<file path="src/rtl/lpmc_pkg.sv">
// Shared types, register codes and constants for the LED pattern mode controller.
`default_nettype none
package lpmc_pkg;

    // Default LED count.
    localparam int LED_COUNT_DEF = 8;

    // Configuration port widths and register indexes.
    localparam int CFG_IDX_W  = 2;
    localparam int CFG_DATA_W = 10;
    localparam logic [CFG_IDX_W-1:0] CFG_REPRESS = 2'd0;
    localparam logic [CFG_IDX_W-1:0] CFG_SLOW    = 2'd1;
    localparam logic [CFG_IDX_W-1:0] CFG_FAST    = 2'd2;

    // Register reset values.
    localparam logic [5:0] REPRESS_RST = 6'd50;
    localparam logic [9:0] SLOW_RST    = 10'd1000;
    localparam logic [9:0] FAST_RST    = 10'd500;

    // Modes.
    localparam logic [1:0] MODE_BOUNCE  = 2'd0;
    localparam logic [1:0] MODE_INVERSE = 2'd1;
    localparam logic [1:0] MODE_SPARKLE = 2'd2;
    localparam logic [1:0] MODE_DARK    = 2'd3;

    // Sparkle phases.
    localparam logic [1:0] PH_NEW  = 2'd0;
    localparam logic [1:0] PH_SHOW = 2'd1;
    localparam logic [1:0] PH_OFF  = 2'd2;

    // Button that toggles the speed.
    localparam logic [1:0] BTN_SPEED = 2'd0;

    // Press age saturation.
    localparam logic [5:0] AGE_MAX = 6'd63;

    // Sparkle delay draws: base + rnd mod divisor.
    localparam int DELAY_W    = 11;
    localparam int DISP_MOD   = 1401;
    localparam int GAP_MOD    = 51;
    localparam int DELAY_BASE = 100;

    // Reciprocals: q = (rnd * RECIP) >> SHIFT is exact for any 16-bit rnd.
    localparam int DISP_RECIP = 47901;
    localparam int DISP_SHIFT = 26;
    localparam int GAP_RECIP  = 82242;
    localparam int GAP_SHIFT  = 22;
    localparam int DISP_Q_W   = 6;
    localparam int GAP_Q_W    = 11;

    typedef struct packed {
        logic [5:0] repress_interval_ms;
        logic [9:0] slow_period_ms;
        logic [9:0] fast_period_ms;
    } cfg_t;

    typedef struct packed {
        logic [3:0]  buttons_low;
        logic [7:0]  random_pattern;
        logic [15:0] random_value;
    } tick_item_t;

    typedef struct packed {
        logic [7:0] led_levels;
        logic [1:0] active_mode;
        logic       fast_speed;
        logic [1:0] sparkle_phase;
    } result_item_t;

    // Delays drawn for this tick, both already offset by the base.
    typedef struct packed {
        logic [DELAY_W-1:0] show_delay;
        logic [DELAY_W-1:0] gap_delay;
    } draw_t;

endpackage
`default_nettype wire

</file>
<file path="src/rtl/lpmc_cfg.sv">
// Configuration register file for the LED pattern mode controller.
`default_nettype none
module lpmc_cfg (
    input  wire logic                          clk,
    input  wire logic                          rst_n,
    input  wire logic                          cfg_we,
    input  wire logic [lpmc_pkg::CFG_IDX_W-1:0]  cfg_index,
    input  wire logic [lpmc_pkg::CFG_DATA_W-1:0] cfg_data,
    output lpmc_pkg::cfg_t                     cfg
);

    lpmc_pkg::cfg_t cfg_reg;

    // Write decode; indexes beyond the list are dropped
    always_ff @(posedge clk or negedge rst_n)
    begin
        if (!rst_n)
        begin
            cfg_reg.repress_interval_ms <= lpmc_pkg::REPRESS_RST;
            cfg_reg.slow_period_ms      <= lpmc_pkg::SLOW_RST;
            cfg_reg.fast_period_ms      <= lpmc_pkg::FAST_RST;
        end
        else if (cfg_we)
        begin
            case (cfg_index)
                lpmc_pkg::CFG_REPRESS: cfg_reg.repress_interval_ms <= cfg_data[5:0];
                lpmc_pkg::CFG_SLOW:    cfg_reg.slow_period_ms      <= cfg_data[9:0];
                lpmc_pkg::CFG_FAST:    cfg_reg.fast_period_ms      <= cfg_data[9:0];
                default: ;
            endcase
        end
    end

    assign cfg = cfg_reg;

endmodule
`default_nettype wire

</file>
<file path="src/rtl/lpmc_mode_core.sv">
// Mode state and per-tick update: buttons, period counter, bounce and sparkle.
`default_nettype none
module lpmc_mode_core #(
    parameter int LED_COUNT = lpmc_pkg::LED_COUNT_DEF
) (
    input  wire logic                 clk,
    input  wire logic                 rst_n,
    input  wire logic                 en,
    input  lpmc_pkg::cfg_t            cfg,
    input  wire logic [3:0]           buttons_low,
    input  wire logic [7:0]           random_pattern,
    input  lpmc_pkg::draw_t           draw,
    output lpmc_pkg::result_item_t    result_next
);

    localparam int POS_W = $clog2(LED_COUNT);
    localparam logic [POS_W-1:0] POS_TOP = POS_W'(LED_COUNT - 1);
    localparam logic [LED_COUNT-1:0] ONE_LED = LED_COUNT'(1);

    // State
    logic [1:0]                  mode_reg, mode_next;
    logic [POS_W-1:0]            pos_reg, pos_next;
    logic                        down_reg, down_next;
    logic                        fast_reg, fast_next;
    logic [9:0]                  count_reg, count_next;
    logic [5:0]                  age_reg [4];
    logic [5:0]                  age_next [4];
    logic [1:0]                  phase_reg, phase_next;
    logic [LED_COUNT-1:0]        lit_reg, lit_next;
    logic [lpmc_pkg::DELAY_W-1:0] delay_reg, delay_next;
    logic [LED_COUNT-1:0]        led_reg, led_next;

    // Combinational helpers
    logic [3:0]                  pressed;
    logic                        btn_found;
    logic [1:0]                  btn_sel;
    logic                        btn_hit;
    logic                        restart;
    logic                        step;
    logic [9:0]                  period;
    logic [10:0]                 count_inc;
    logic [lpmc_pkg::DELAY_W-1:0] delay_dec;
    logic [LED_COUNT-1:0]        lowest;
    logic [LED_COUNT+7:0]        pattern_wide;
    logic [LED_COUNT-1:0]        pattern_n;
    logic [LED_COUNT+7:0]        led_wide;

    assign pressed      = ~buttons_low;
    assign pattern_wide = {{LED_COUNT{1'b0}}, random_pattern};
    assign pattern_n    = pattern_wide[LED_COUNT-1:0];

    // Lowest pressed button wins
    always_comb
    begin
        btn_found = 1'b0;
        btn_sel   = 2'd0;
        for (int b = 3; b >= 0; b--)
        begin
            if (pressed[b])
            begin
                btn_found = 1'b1;
                btn_sel   = 2'(b);
            end
        end
    end

    // Next-state logic for one tick
    always_comb
    begin
        for (int i = 0; i < 4; i++)
        begin
            age_next[i] = (age_reg[i] != lpmc_pkg::AGE_MAX) ? age_reg[i] + 6'd1 : age_reg[i];
        end
        mode_next  = mode_reg;
        pos_next   = pos_reg;
        down_next  = down_reg;
        fast_next  = fast_reg;
        count_next = count_reg;
        phase_next = phase_reg;
        lit_next   = lit_reg;
        delay_next = delay_reg;
        led_next   = led_reg;
        restart    = 1'b0;
        step       = 1'b0;
        delay_dec  = '0;
        lowest     = '0;

        // Button handling
        btn_hit = btn_found && (age_next[btn_sel] >= cfg.repress_interval_ms);
        if (btn_hit)
        begin
            age_next[btn_sel] = 6'd0;
            if (btn_sel == lpmc_pkg::BTN_SPEED)
            begin
                fast_next  = ~fast_reg;
                count_next = 10'd0;
                restart    = 1'b1;
            end
            else
            begin
                mode_next  = btn_sel - 2'd1;
                led_next   = '0;
                pos_next   = '0;
                down_next  = 1'b0;
                phase_next = lpmc_pkg::PH_NEW;
                lit_next   = '0;
            end
        end

        // Period counter and mode step
        period    = fast_next ? cfg.fast_period_ms : cfg.slow_period_ms;
        count_inc = {1'b0, count_reg} + 11'd1;
        if (!restart)
        begin
            if (count_inc >= {1'b0, period})
            begin
                count_next = 10'd0;
                case (mode_next)
                    lpmc_pkg::MODE_BOUNCE:
                    begin
                        led_next = ONE_LED << pos_next;
                        step     = 1'b1;
                    end
                    lpmc_pkg::MODE_INVERSE:
                    begin
                        led_next = ~(ONE_LED << pos_next);
                        step     = 1'b1;
                    end
                    lpmc_pkg::MODE_DARK:
                    begin
                        led_next = '0;
                    end
                    default: ;
                endcase
            end
            else
            begin
                count_next = count_inc[9:0];
            end
        end

        // Bounce walk: turn at the ends, then move one place
        if (step)
        begin
            if (pos_next >= POS_TOP)
            begin
                down_next = 1'b1;
            end
            else if (pos_next == '0)
            begin
                down_next = 1'b0;
            end
            pos_next = down_next ? pos_next - POS_W'(1) : pos_next + POS_W'(1);
        end

        // Sparkle machine
        if (mode_next == lpmc_pkg::MODE_SPARKLE)
        begin
            delay_dec = (delay_next != '0) ? delay_next - 11'd1 : delay_next;
            lowest    = lit_next & (~lit_next + ONE_LED);
            case (phase_next)
                lpmc_pkg::PH_NEW:
                begin
                    lit_next   = pattern_n;
                    led_next   = led_next | pattern_n;
                    delay_next = draw.show_delay;
                    phase_next = lpmc_pkg::PH_SHOW;
                end
                lpmc_pkg::PH_SHOW:
                begin
                    if (delay_dec == '0)
                    begin
                        phase_next = lpmc_pkg::PH_OFF;
                        delay_next = draw.gap_delay;
                    end
                    else
                    begin
                        delay_next = delay_dec;
                    end
                end
                lpmc_pkg::PH_OFF:
                begin
                    if (delay_dec == '0)
                    begin
                        led_next   = led_next & ~lowest;
                        lit_next   = lit_next & ~lowest;
                        delay_next = draw.gap_delay;
                    end
                    else
                    begin
                        delay_next = delay_dec;
                    end
                    if (lit_next == '0)
                    begin
                        phase_next = lpmc_pkg::PH_NEW;
                    end
                end
                default:
                begin
                    phase_next = lpmc_pkg::PH_NEW;
                end
            endcase
        end
    end

    // State registers, updated once per item
    always_ff @(posedge clk or negedge rst_n)
    begin
        if (!rst_n)
        begin
            mode_reg  <= lpmc_pkg::MODE_DARK;
            pos_reg   <= '0;
            down_reg  <= 1'b0;
            fast_reg  <= 1'b0;
            count_reg <= 10'd0;
            for (int i = 0; i < 4; i++)
            begin
                age_reg[i] <= 6'd0;
            end
            phase_reg <= lpmc_pkg::PH_NEW;
            lit_reg   <= '0;
            delay_reg <= '0;
            led_reg   <= '0;
        end
        else if (en)
        begin
            mode_reg  <= mode_next;
            pos_reg   <= pos_next;
            down_reg  <= down_next;
            fast_reg  <= fast_next;
            count_reg <= count_next;
            for (int i = 0; i < 4; i++)
            begin
                age_reg[i] <= age_next[i];
            end
            phase_reg <= phase_next;
            lit_reg   <= lit_next;
            delay_reg <= delay_next;
            led_reg   <= led_next;
        end
    end

    // Result from the updated state; LEDs beyond eight are not reported
    assign led_wide = {8'd0, led_next};
    assign result_next.led_levels    = led_wide[7:0];
    assign result_next.active_mode   = mode_next;
    assign result_next.fast_speed    = fast_next;
    assign result_next.sparkle_phase = phase_next;

endmodule
`default_nettype wire

</file>
<file path="src/rtl/led_pattern_mode_controller.sv">
// Top level of the LED pattern mode controller: pipeline, delay draws and handshakes.
`default_nettype none
// One tick item (a millisecond: button levels and random bits) yields one result item
// holding the LED levels, mode, speed and sparkle phase after that tick. Items flow
// through three registers: the input register, a stage holding the reciprocal quotients
// of random_value by 1401 and 51, and the result register, which is loaded together
// with the mode state. One item is taken every clock as long as results are taken.
// The state update, done once per item in the last stage, sets the rate.
// Configuration registers are written through cfg_we/cfg_index/cfg_data; the user
// must do so only while no item is in flight, as the block does not enforce it.
// There is no clearing pass after reset. LED_COUNT (2..16) sets the number of LEDs;
// only the low eight appear on led_levels.
module led_pattern_mode_controller #(
    parameter int LED_COUNT = lpmc_pkg::LED_COUNT_DEF
) (
    input  wire logic                            clk,
    input  wire logic                            rst_n,
    input  wire logic                            cfg_we,
    input  wire logic [lpmc_pkg::CFG_IDX_W-1:0]  cfg_index,
    input  wire logic [lpmc_pkg::CFG_DATA_W-1:0] cfg_data,
    input  wire logic                            tick_valid,
    output logic                                 tick_ready,
    input  lpmc_pkg::tick_item_t                 tick,
    output logic                                 result_valid,
    input  wire logic                            result_ready,
    output lpmc_pkg::result_item_t               result
);

    lpmc_pkg::cfg_t         cfg;
    lpmc_pkg::draw_t        draw;
    lpmc_pkg::result_item_t result_next;

    // Pipeline registers
    logic                              s1_valid_reg;
    lpmc_pkg::tick_item_t              s1_item_reg;
    logic                              s2_valid_reg;
    logic [3:0]                        s2_buttons_reg;
    logic [7:0]                        s2_pattern_reg;
    logic [15:0]                       s2_rnd_reg;
    logic [lpmc_pkg::DISP_Q_W-1:0]     s2_qdisp_reg;
    logic [lpmc_pkg::GAP_Q_W-1:0]      s2_qgap_reg;
    logic                              out_valid_reg;
    lpmc_pkg::result_item_t            out_item_reg;

    // Handshake chain
    logic rdy1, rdy2, rdy3, move2;

    // Quotient and remainder arithmetic
    logic [31:0] disp_prod;
    logic [32:0] gap_prod;
    logic [16:0] disp_back, gap_back;
    logic [16:0] disp_rem_raw, gap_rem_raw;
    logic [16:0] disp_rem, gap_rem;

    assign rdy3  = !out_valid_reg || result_ready;
    assign move2 = s2_valid_reg && rdy3;
    assign rdy2  = !s2_valid_reg || rdy3;
    assign rdy1  = !s1_valid_reg || rdy2;
    assign tick_ready = rdy1;

    // Reciprocal multiplies on the input register
    assign disp_prod = 32'(s1_item_reg.random_value) * 32'(lpmc_pkg::DISP_RECIP);
    assign gap_prod  = 33'(s1_item_reg.random_value) * 33'(lpmc_pkg::GAP_RECIP);

    // Remainders from the registered quotients, with one safety correction
    always_comb
    begin
        disp_back    = 17'(s2_qdisp_reg) * 17'(lpmc_pkg::DISP_MOD);
        gap_back     = 17'(s2_qgap_reg) * 17'(lpmc_pkg::GAP_MOD);
        disp_rem_raw = {1'b0, s2_rnd_reg} - disp_back;
        gap_rem_raw  = {1'b0, s2_rnd_reg} - gap_back;
        disp_rem     = (disp_rem_raw >= 17'(lpmc_pkg::DISP_MOD))
                       ? disp_rem_raw - 17'(lpmc_pkg::DISP_MOD) : disp_rem_raw;
        gap_rem      = (gap_rem_raw >= 17'(lpmc_pkg::GAP_MOD))
                       ? gap_rem_raw - 17'(lpmc_pkg::GAP_MOD) : gap_rem_raw;
        draw.show_delay = disp_rem[lpmc_pkg::DELAY_W-1:0]
                          + lpmc_pkg::DELAY_W'(lpmc_pkg::DELAY_BASE);
        draw.gap_delay  = gap_rem[lpmc_pkg::DELAY_W-1:0]
                          + lpmc_pkg::DELAY_W'(lpmc_pkg::DELAY_BASE);
    end

    // Valid bits
    always_ff @(posedge clk or negedge rst_n)
    begin
        if (!rst_n)
        begin
            s1_valid_reg  <= 1'b0;
            s2_valid_reg  <= 1'b0;
            out_valid_reg <= 1'b0;
        end
        else
        begin
            if (rdy1)
            begin
                s1_valid_reg <= tick_valid;
            end
            if (rdy2)
            begin
                s2_valid_reg <= s1_valid_reg;
            end
            if (rdy3)
            begin
                out_valid_reg <= s2_valid_reg;
            end
        end
    end

    // Payload registers
    always_ff @(posedge clk)
    begin
        if (tick_valid && rdy1)
        begin
            s1_item_reg <= tick;
        end
        if (s1_valid_reg && rdy2)
        begin
            s2_buttons_reg <= s1_item_reg.buttons_low;
            s2_pattern_reg <= s1_item_reg.random_pattern;
            s2_rnd_reg     <= s1_item_reg.random_value;
            s2_qdisp_reg   <= disp_prod[lpmc_pkg::DISP_SHIFT +: lpmc_pkg::DISP_Q_W];
            s2_qgap_reg    <= gap_prod[lpmc_pkg::GAP_SHIFT +: lpmc_pkg::GAP_Q_W];
        end
        if (move2)
        begin
            out_item_reg <= result_next;
        end
    end

    lpmc_cfg u_cfg (
        .clk       (clk),
        .rst_n     (rst_n),
        .cfg_we    (cfg_we),
        .cfg_index (cfg_index),
        .cfg_data  (cfg_data),
        .cfg       (cfg)
    );

    lpmc_mode_core #(
        .LED_COUNT (LED_COUNT)
    ) u_core (
        .clk            (clk),
        .rst_n          (rst_n),
        .en             (move2),
        .cfg            (cfg),
        .buttons_low    (s2_buttons_reg),
        .random_pattern (s2_pattern_reg),
        .draw           (draw),
        .result_next    (result_next)
    );

    assign result_valid = out_valid_reg;
    assign result       = out_item_reg;

    // An empty pipeline always takes an item
    assert property (@(posedge clk) disable iff (!rst_n)
        (!s1_valid_reg && !s2_valid_reg && !out_valid_reg) |-> tick_ready)
        else $error("empty pipeline not ready");

    // A result only appears after an item sat in the quotient stage
    assert property (@(posedge clk) disable iff (!rst_n)
        $rose(out_valid_reg) |-> $past(s2_valid_reg))
        else $error("result without a source item");

    // Outside sparkle mode the sparkle phase rests at new pattern
    assert property (@(posedge clk) disable iff (!rst_n)
        (out_valid_reg && result.active_mode != lpmc_pkg::MODE_SPARKLE)
        |-> (result.sparkle_phase == lpmc_pkg::PH_NEW))
        else $error("sparkle phase moved outside sparkle mode");

endmodule
`default_nettype wire
</file>
<file path="config.mk">
export PLATFORM = sky130hd
export DESIGN_NAME = led_pattern_mode_controller
export DESIGN_NICKNAME = d
export VERILOG_FILES = /design/src/rtl/lpmc_pkg.sv /design/src/rtl/lpmc_cfg.sv /design/src/rtl/lpmc_mode_core.sv /design/src/rtl/led_pattern_mode_controller.sv
export SDC_FILE = /design/constraint.sdc
export NUM_CORES = 1
export LEC_CHECK = 0
export ABC_AREA = 0
export BUFFER_PORTS_ARGS = -buffer_cell sky130_fd_sc_hd__buf_2
export CORE_MARGIN = 4
export CORE_UTILIZATION = 43
export CTS_CLUSTER_DIAMETER = 40
export CTS_CLUSTER_SIZE = 14
export DETAILED_ROUTE_END_ITERATION = 12
export HOLD_SLACK_MARGIN = 0.08
export SLEW_MARGIN = 25
export SYNTH_ARGS = -nofsm -noshare
export SYNTH_HDL_FRONTEND = slang
export SYNTH_SLANG_ARGS = --single-unit
</file>
<file path="constraint.sdc">
create_clock -name clk -period 8.4 [get_ports clk]
set_input_delay 0.84 -clock clk [delete_from_list [all_inputs] [get_ports clk]]
set_output_delay 0.84 -clock clk [all_outputs]
set_load 0.01 [all_outputs]
</file>
==> metrics.md, run 1 <==
| Metric | Value |
|---|---|
| Status | complete, no violations |
| DR DRC count | 0 |
| Final-report hold violation count | 0 |
| Worst-Skew Late Latency | roughly 0.46 ns |
| Number of synthesis warnings | 0 |
| Worst slew pin tran | about 0.90 ns |
| Ratio of cells with drive above 1 in the final layout | 8.773% |
| Max Clock Skew | 0.01876 ns |
| Hold buffers post-CTS | 0 |
| Met1 Use GR | between 20% and 30% |
| Synth cell types | 90 |
| Post-route minimum period | approximately 7.4 ns |
| Overflow after GRT | 0 |
| Max reg flops | 28 |
| TritonRoute pass-1 iters | 5 |
| Async SR Flop Fraction | approximately 54% |
| Critical path buffer and inverter count | 2 |
| Crit. End Element | flip-flop |
| Core box area | approximately 48,000 um2 |
| Hold Slack | 0.3452 ns |
| Grt peak-use layer | met2 |
| Crit-path max FO | 12 |
| Reg2Reg Setup Slack | just over 1 ns |
| Post-CTS sizing | 0 |
| Grt met3 use | under 10% |
| N_diodes | 0 |
| Initial Util | roughly 43% |
| Total GRT Usage | approximately 18% |
| Mapped Nets | 2,640 |
| HPWL Detailed | around 36,000 um |
| Crit-path most repeated cell | a21o_1 |
| Fmax | approximately 140 MHz |
| Top_reg_cell synth | edfxtp_1 |
| Via Count | roughly 15,000 |
| WP data arrival | roughly 8 ns |
| Die H | around 230 um |
| Initial antenna violation count | 0 |
| Max-slew headroom | around two fifths |
| Period utilization | 88.02% |
| RSZ-0062 raised after global routing | false |
| Most frequent cell after synthesis | inv_1 |
| H-tree depth | 4 |
| #FFs+latches synth | ~190 |
| TNS Setup | 0 ns |
| Final Util | 46.74% |
| CTS sink cnt | 185 |
| Share of the yosys chip area belonging to registers | between 20% and 30% |
| Final-layout fill cell count | around 4,400 |
| I/O Pins | 60 |
| CTS tree | built |
| Met2 Track Usage GR | just over 30% |
| Largest net degree at the start of global routing | 65 |
| Post-CTS Setup Repair Bufs | 0 |
| Mapped Cells | 2,084 |
| Number of synthesized flops with an enable pin | between 80 and 90 |
| GP Congestion | 0.8930 |
| Vias in the first global route | ~15,000 |
| DR iter-0 viols | ~820 |
| Worst reg-to-reg path cell count | 33 |
| Avg WL per Cell | ~16 um |
| Max Cap Viol | 0 |
| Chip Width | between 200 and 250 um |
| Via/cell ratio | about 5.3 |
| Reg-to-Reg End | u_core.led_reg[0] |
| Synthesized area per cell | ~9.9 um2 |
| WP data required | around 8.8 ns |
| First-pass GRT wire length | ~74,000 um |
| Hold/Removal Path Class | in -> async |
| CTS Buf Count | 17 |
| WL final | 44,800 um |
| CP max stage delay | 0.43 ns |
| Area growth, synth to finish | 7.701% |
| Bufs on Longest Clock Path | 2 |
| Largest area contributor in the netlist | ha_1 |
| # rows | 80 |
| Final setup fails | 0 |
| Slew Viols, Final | 0 |
| # port buffers | 59 |
| Crit path max-delay cell type | dfrtp_1 |
| CP startpoint kind | flip-flop |
| Top cells by area, synth | ha_1, fa_1, edfxtp_1 |
| Synth top cells by count | inv_1, ha_1, fa_1 |
| Post-synth top area share | around a fifth |
| Placed inst area | 21,640 um2 |
| Reg2reg start | u_core.age_reg[0] |
| Die area | just over 50,000 um2 |
| Design area | around 22,000 um2 |
| CTS root buf | clkbuf_16 |
| Layout net count | 2,686 |
| Post-DRT Antenna Nets | 0 |
| Largest delay share family, worst path | compound AO/OA/AOI/OAI gates |
| Mapped Area | about 21,000 um2 |
| Clock-pin slew of the registers on the worst-case setup and hold paths | around 0.08 ns |
| Worst Path Class, Setup | reg -> reg |
-- logic make-up after synthesis --
logic type               synth area share (%)
buffers and inverters                   7.300
flip-flops                              24.62
multiplexers                            3.068
AO/OA/AOI/OAI                           12.63
adder cells (fa/ha/maj)                 37.33
XOR/XNOR                                4.578
AND/OR/NAND/NOR                         10.47
-- layout make-up --
cell class / count / area [um2] / share of cell area, %
clock buffer: 19 / 454.2 / 2.044
clock inverter: 13 / 127.6 / 0.5743
inverter: 354 / 1329 / 5.979
multi-input combinational: 1500 / 14070 / 63.30
sequential: 185 / 5081 / 22.86
tap: 615 / 769.5 / 3.462
timing repair buffer: 72 / 395.4 / 1.779
-- worst max path at each step --
stage	startpoint	endpoint	slack [ns]	depth (start not counted)
floorplan	u_core.age_reg[0]	u_core.led_reg[0]	1.78	33
global placement	u_core.age_reg[0]	u_core.led_reg[4]	1.28	33
detailed placement	u_core.age_reg[0]	u_core.led_reg[4]	1.10	33
CTS	u_core.age_reg[0]	u_core.led_reg[0]	1.01	33
global route	u_core.age_reg[0]	u_core.led_reg[0]	0.39	33
finish	u_core.age_reg[0]	u_core.led_reg[0]	1.01	33
-- stage by stage --
stage | cells | setup WS (ns)
after floorplan | 2084 | 1.783
after global placement | 2726 | 1.281
after detailed placement | 2726 | 1.097
after CTS | 2758 | 1.009
after global routing | 2758 | 0.3850
final | 2758 | 1.007
-- per-layer routing --
| metal | routed length (um) | vias up |
|---|---|---|
| met2 | 22410 | 220 |
| li1 | - | 7289 |
| met4 | 910 | 0 |
| met5 | 0 | - |
| met3 | 1250 | 40 |
| met1 | 20230 | 7156 |
-- cells in the final DEF (no fill, tap or decap), types with 35 or more instances in the layout --
master    Yosys  routed
edfxtp_1     86      86
mux2_2       37      37
a21oi_1      88      88
dfrtp_1      82      82
ha_1        338     338
inv_1       353     353
nor2_1       98      98
xnor2_1      75      75
nand2_1     107     107
nor3_1       35      35
o21ai_0     107     106
nand3_1      52      52
buf_2         3      58
fa_1        173     173
Power of run 1 is left out: the tool's default activity adds up to more than one toggle a clock period on the data nets, which glitch-free logic cannot reach.
==> inputs of run 2 (changes only) <==
==> constraint.sdc (replaced) <==
create_clock -name clk -period 7.4 [get_ports clk]
set_input_delay 0.74 -clock clk [delete_from_list [all_inputs] [get_ports clk]]
set_output_delay 0.74 -clock clk [all_outputs]
set_load 0.01 [all_outputs]
==> run 2 against run 1 <==
Net effect: die area unchanged; wire length grew 0.76%; maximum frequency grew 8.1%; final area up 0.33%; worst hold slack worse by 0.073 ns; clock skew fell by 0.0045 ns; first-iteration DRC count down 5.5%; register-to-register slack got worse by 0.45 ns; non-clock buffer count increased by 6; count of clock-buffer cells in the layout is 1 higher; critical endpoint is now u_core.led_reg[4]; largest cell class unchanged.
==> metrics.md, run 2 (synthesis results as in run 1) <==
| Metric | Value |
|---|---|
| Status | complete, no violations |
| # port buffers | slightly below 60 |
| Final setup fails | 0 |
| H-tree depth | 4 |
| Largest net degree at the start of global routing | slightly above 60 |
| Clock-pin slew of the registers on the worst-case setup and hold paths | around 0.080 ns |
| Grt peak-use layer | met2 |
| CTS sink cnt | approximately 190 |
| Worst-Skew Late Latency | about 0.45 ns |
| Bufs on Longest Clock Path | 2 |
| Max reg flops | 28 |
| Met2 Track Usage GR | 31.69% |
| Worst Path Class, Setup | reg -> reg |
| Worst reg-to-reg path cell count | 32 |
| CTS Buf Count | 17 |
| Critical path launch point | u_core.age_reg[0] |
| Via Count | ~15,000 |
| N_diodes | 0 |
| Worst slew pin tran | roughly 1 ns |
| Met1 Use GR | 24.19% |
| Initial Util | around 43% |
| Core box area | between 40,000 and 50,000 um2 |
| Post-route minimum period | just under 7 ns |
| Commonest non-fill, non-tap cells in the layout | inv_1, ha_1, fa_1 |
| Post-DRT Antenna Nets | 0 |
| Reg2reg start | u_core.age_reg[0] |
| Ratio of cells with drive above 1 in the final layout | between 9 and 10% |
| Avg WL per Cell | roughly 16 um |
| Slew Viols, Final | 0 |
| Period utilization | just over 90% |
| Die area | around 52,000 um2 |
| Grt met3 use | just under 2% |
| DR iter-0 viols | between 700 and 800 |
| Area growth, synth to finish | 8.058% |
| Via/cell ratio | 5.323 |
| Final-report hold violation count | 0 |
| TNS Setup | 0 ns |
| Hold Slack | 0.2723 ns |
| Die H | about 230 um |
| DR DRC count | 0 |
| WP data arrival | about 7.2 ns |
| Crit-path max FO | 13 |
| Commonest non-fill, non-tap cell in the layout | inv_1 |
| Initial antenna violation count | 0 |
| Reg-to-Reg End | u_core.led_reg[4] |
| Chip Width | approximately 230 um |
| WL final | 45,140 um |
| I/O Pins | 60 |
| Fmax | around 150 MHz |
| First-pass GRT wire length | ~76,000 um |
| WP data required | just under 8 ns |
| Reg2Reg Setup Slack | 0.56 ns |
| Max Cap Viol | 0 |
| CTS tree | built |
| Hold/Removal Path Class | in -> async |
| CP max stage delay | between 0.4 and 0.5 ns |
| Total GRT Usage | a little under a fifth |
| Crit-path most repeated cell | a21o_1 |
| HPWL Detailed | around 37,000 um |
| Crit path max-delay cell type | a2111oi_1 |
| # rows | 80 |
| Overflow after GRT | 0 |
| Max-slew headroom | a little under a third |
| Vias in the first global route | between 10,000 and 15,000 |
| Layout net count | between 2,000 and 3,000 |
| CTS root buf | clkbuf_16 |
| Hold buffers post-CTS | 0 |
| TritonRoute pass-1 iters | 6 |
| Crit. End Element | flip-flop |
| CP startpoint kind | flip-flop |
| GP Congestion | about 0.9 |
| Max Clock Skew | 0.01429 ns |
| Final-layout fill cell count | approximately 4,400 |
-- run 2: cell types whose count changed in the layout (fill, tap and decap cells not counted), sizes merged --
cell | before | now
buf | 72 | 78
bufinv | 0 | 2
clkbuf | 19 | 20
clkinv | 6 | 3
clkinvlp | 0 | 2
inv | 361 | 359
-- run 2: repair_timing --
item,4_1_cts,5_1_grt
gates resized for setup,0,6
endpoints found under the setup margin,0,19
buffers inserted,0,2
-- run 2: worst max-delay path: cells and delay by family (launching register included) --
kind | cells | cell delay, ns
AOI/OAI and AO/OA | 17 | 3.24
and+or+nand+nor | 7 | 1.04
adders and majority gates | 3 | 0.77
muxes | 2 | 0.65
xor gates and xnor gates | 2 | 0.43
DFF | 1 | 0.42
buffers and inverters | 1 | 0.20
-- run 2: worst max-delay path by stage --
stage                     cells after the start                 to
final                                        32  u_core.led_reg[4]
after global routing                         32  u_core.led_reg[0]
after CTS                                    31  u_core.led_reg[7]
after detailed placement                     31  u_core.led_reg[7]
after global placement                       31  u_core.led_reg[0]
after floorplan                              33  u_core.led_reg[0]
-- run 2: per-stage QoR --
step,utilization (%),cell area (um2),worst slack [ns],std cells
after floorplan,-,20630,0.7830,2084
after global placement,45.57,21670,0.5094,2730
after detailed placement,45.57,21670,0.2816,2730
after CTS,46.82,22260,0.2402,2762
after global routing,46.90,22300,-0.02663,2764
final,46.90,22300,0.5608,2764
-- run 2: layout make-up --
cell class              count  area [um2]  share of cell area [%]
clock inverters            12       155.1                  0.6958
inverters                 354        1329                   5.959
well taps                 615       769.5                   3.451
flip-flops and latches    185        5081                   22.79
multi-input cells        1500       14090                   63.17
repair buffers             78       440.4                   1.975
clock buffers              20       436.7                   1.958
-- run 2: metal layers --
layer | up-vias | wire length (um)
met3 | 48 | 983
met4 | 0 | 846
met5 | - | 0
li1 | 7294 | -
met2 | 195 | 22640
met1 | 7175 | 20670
Power of run 2 is left out for the same reason.
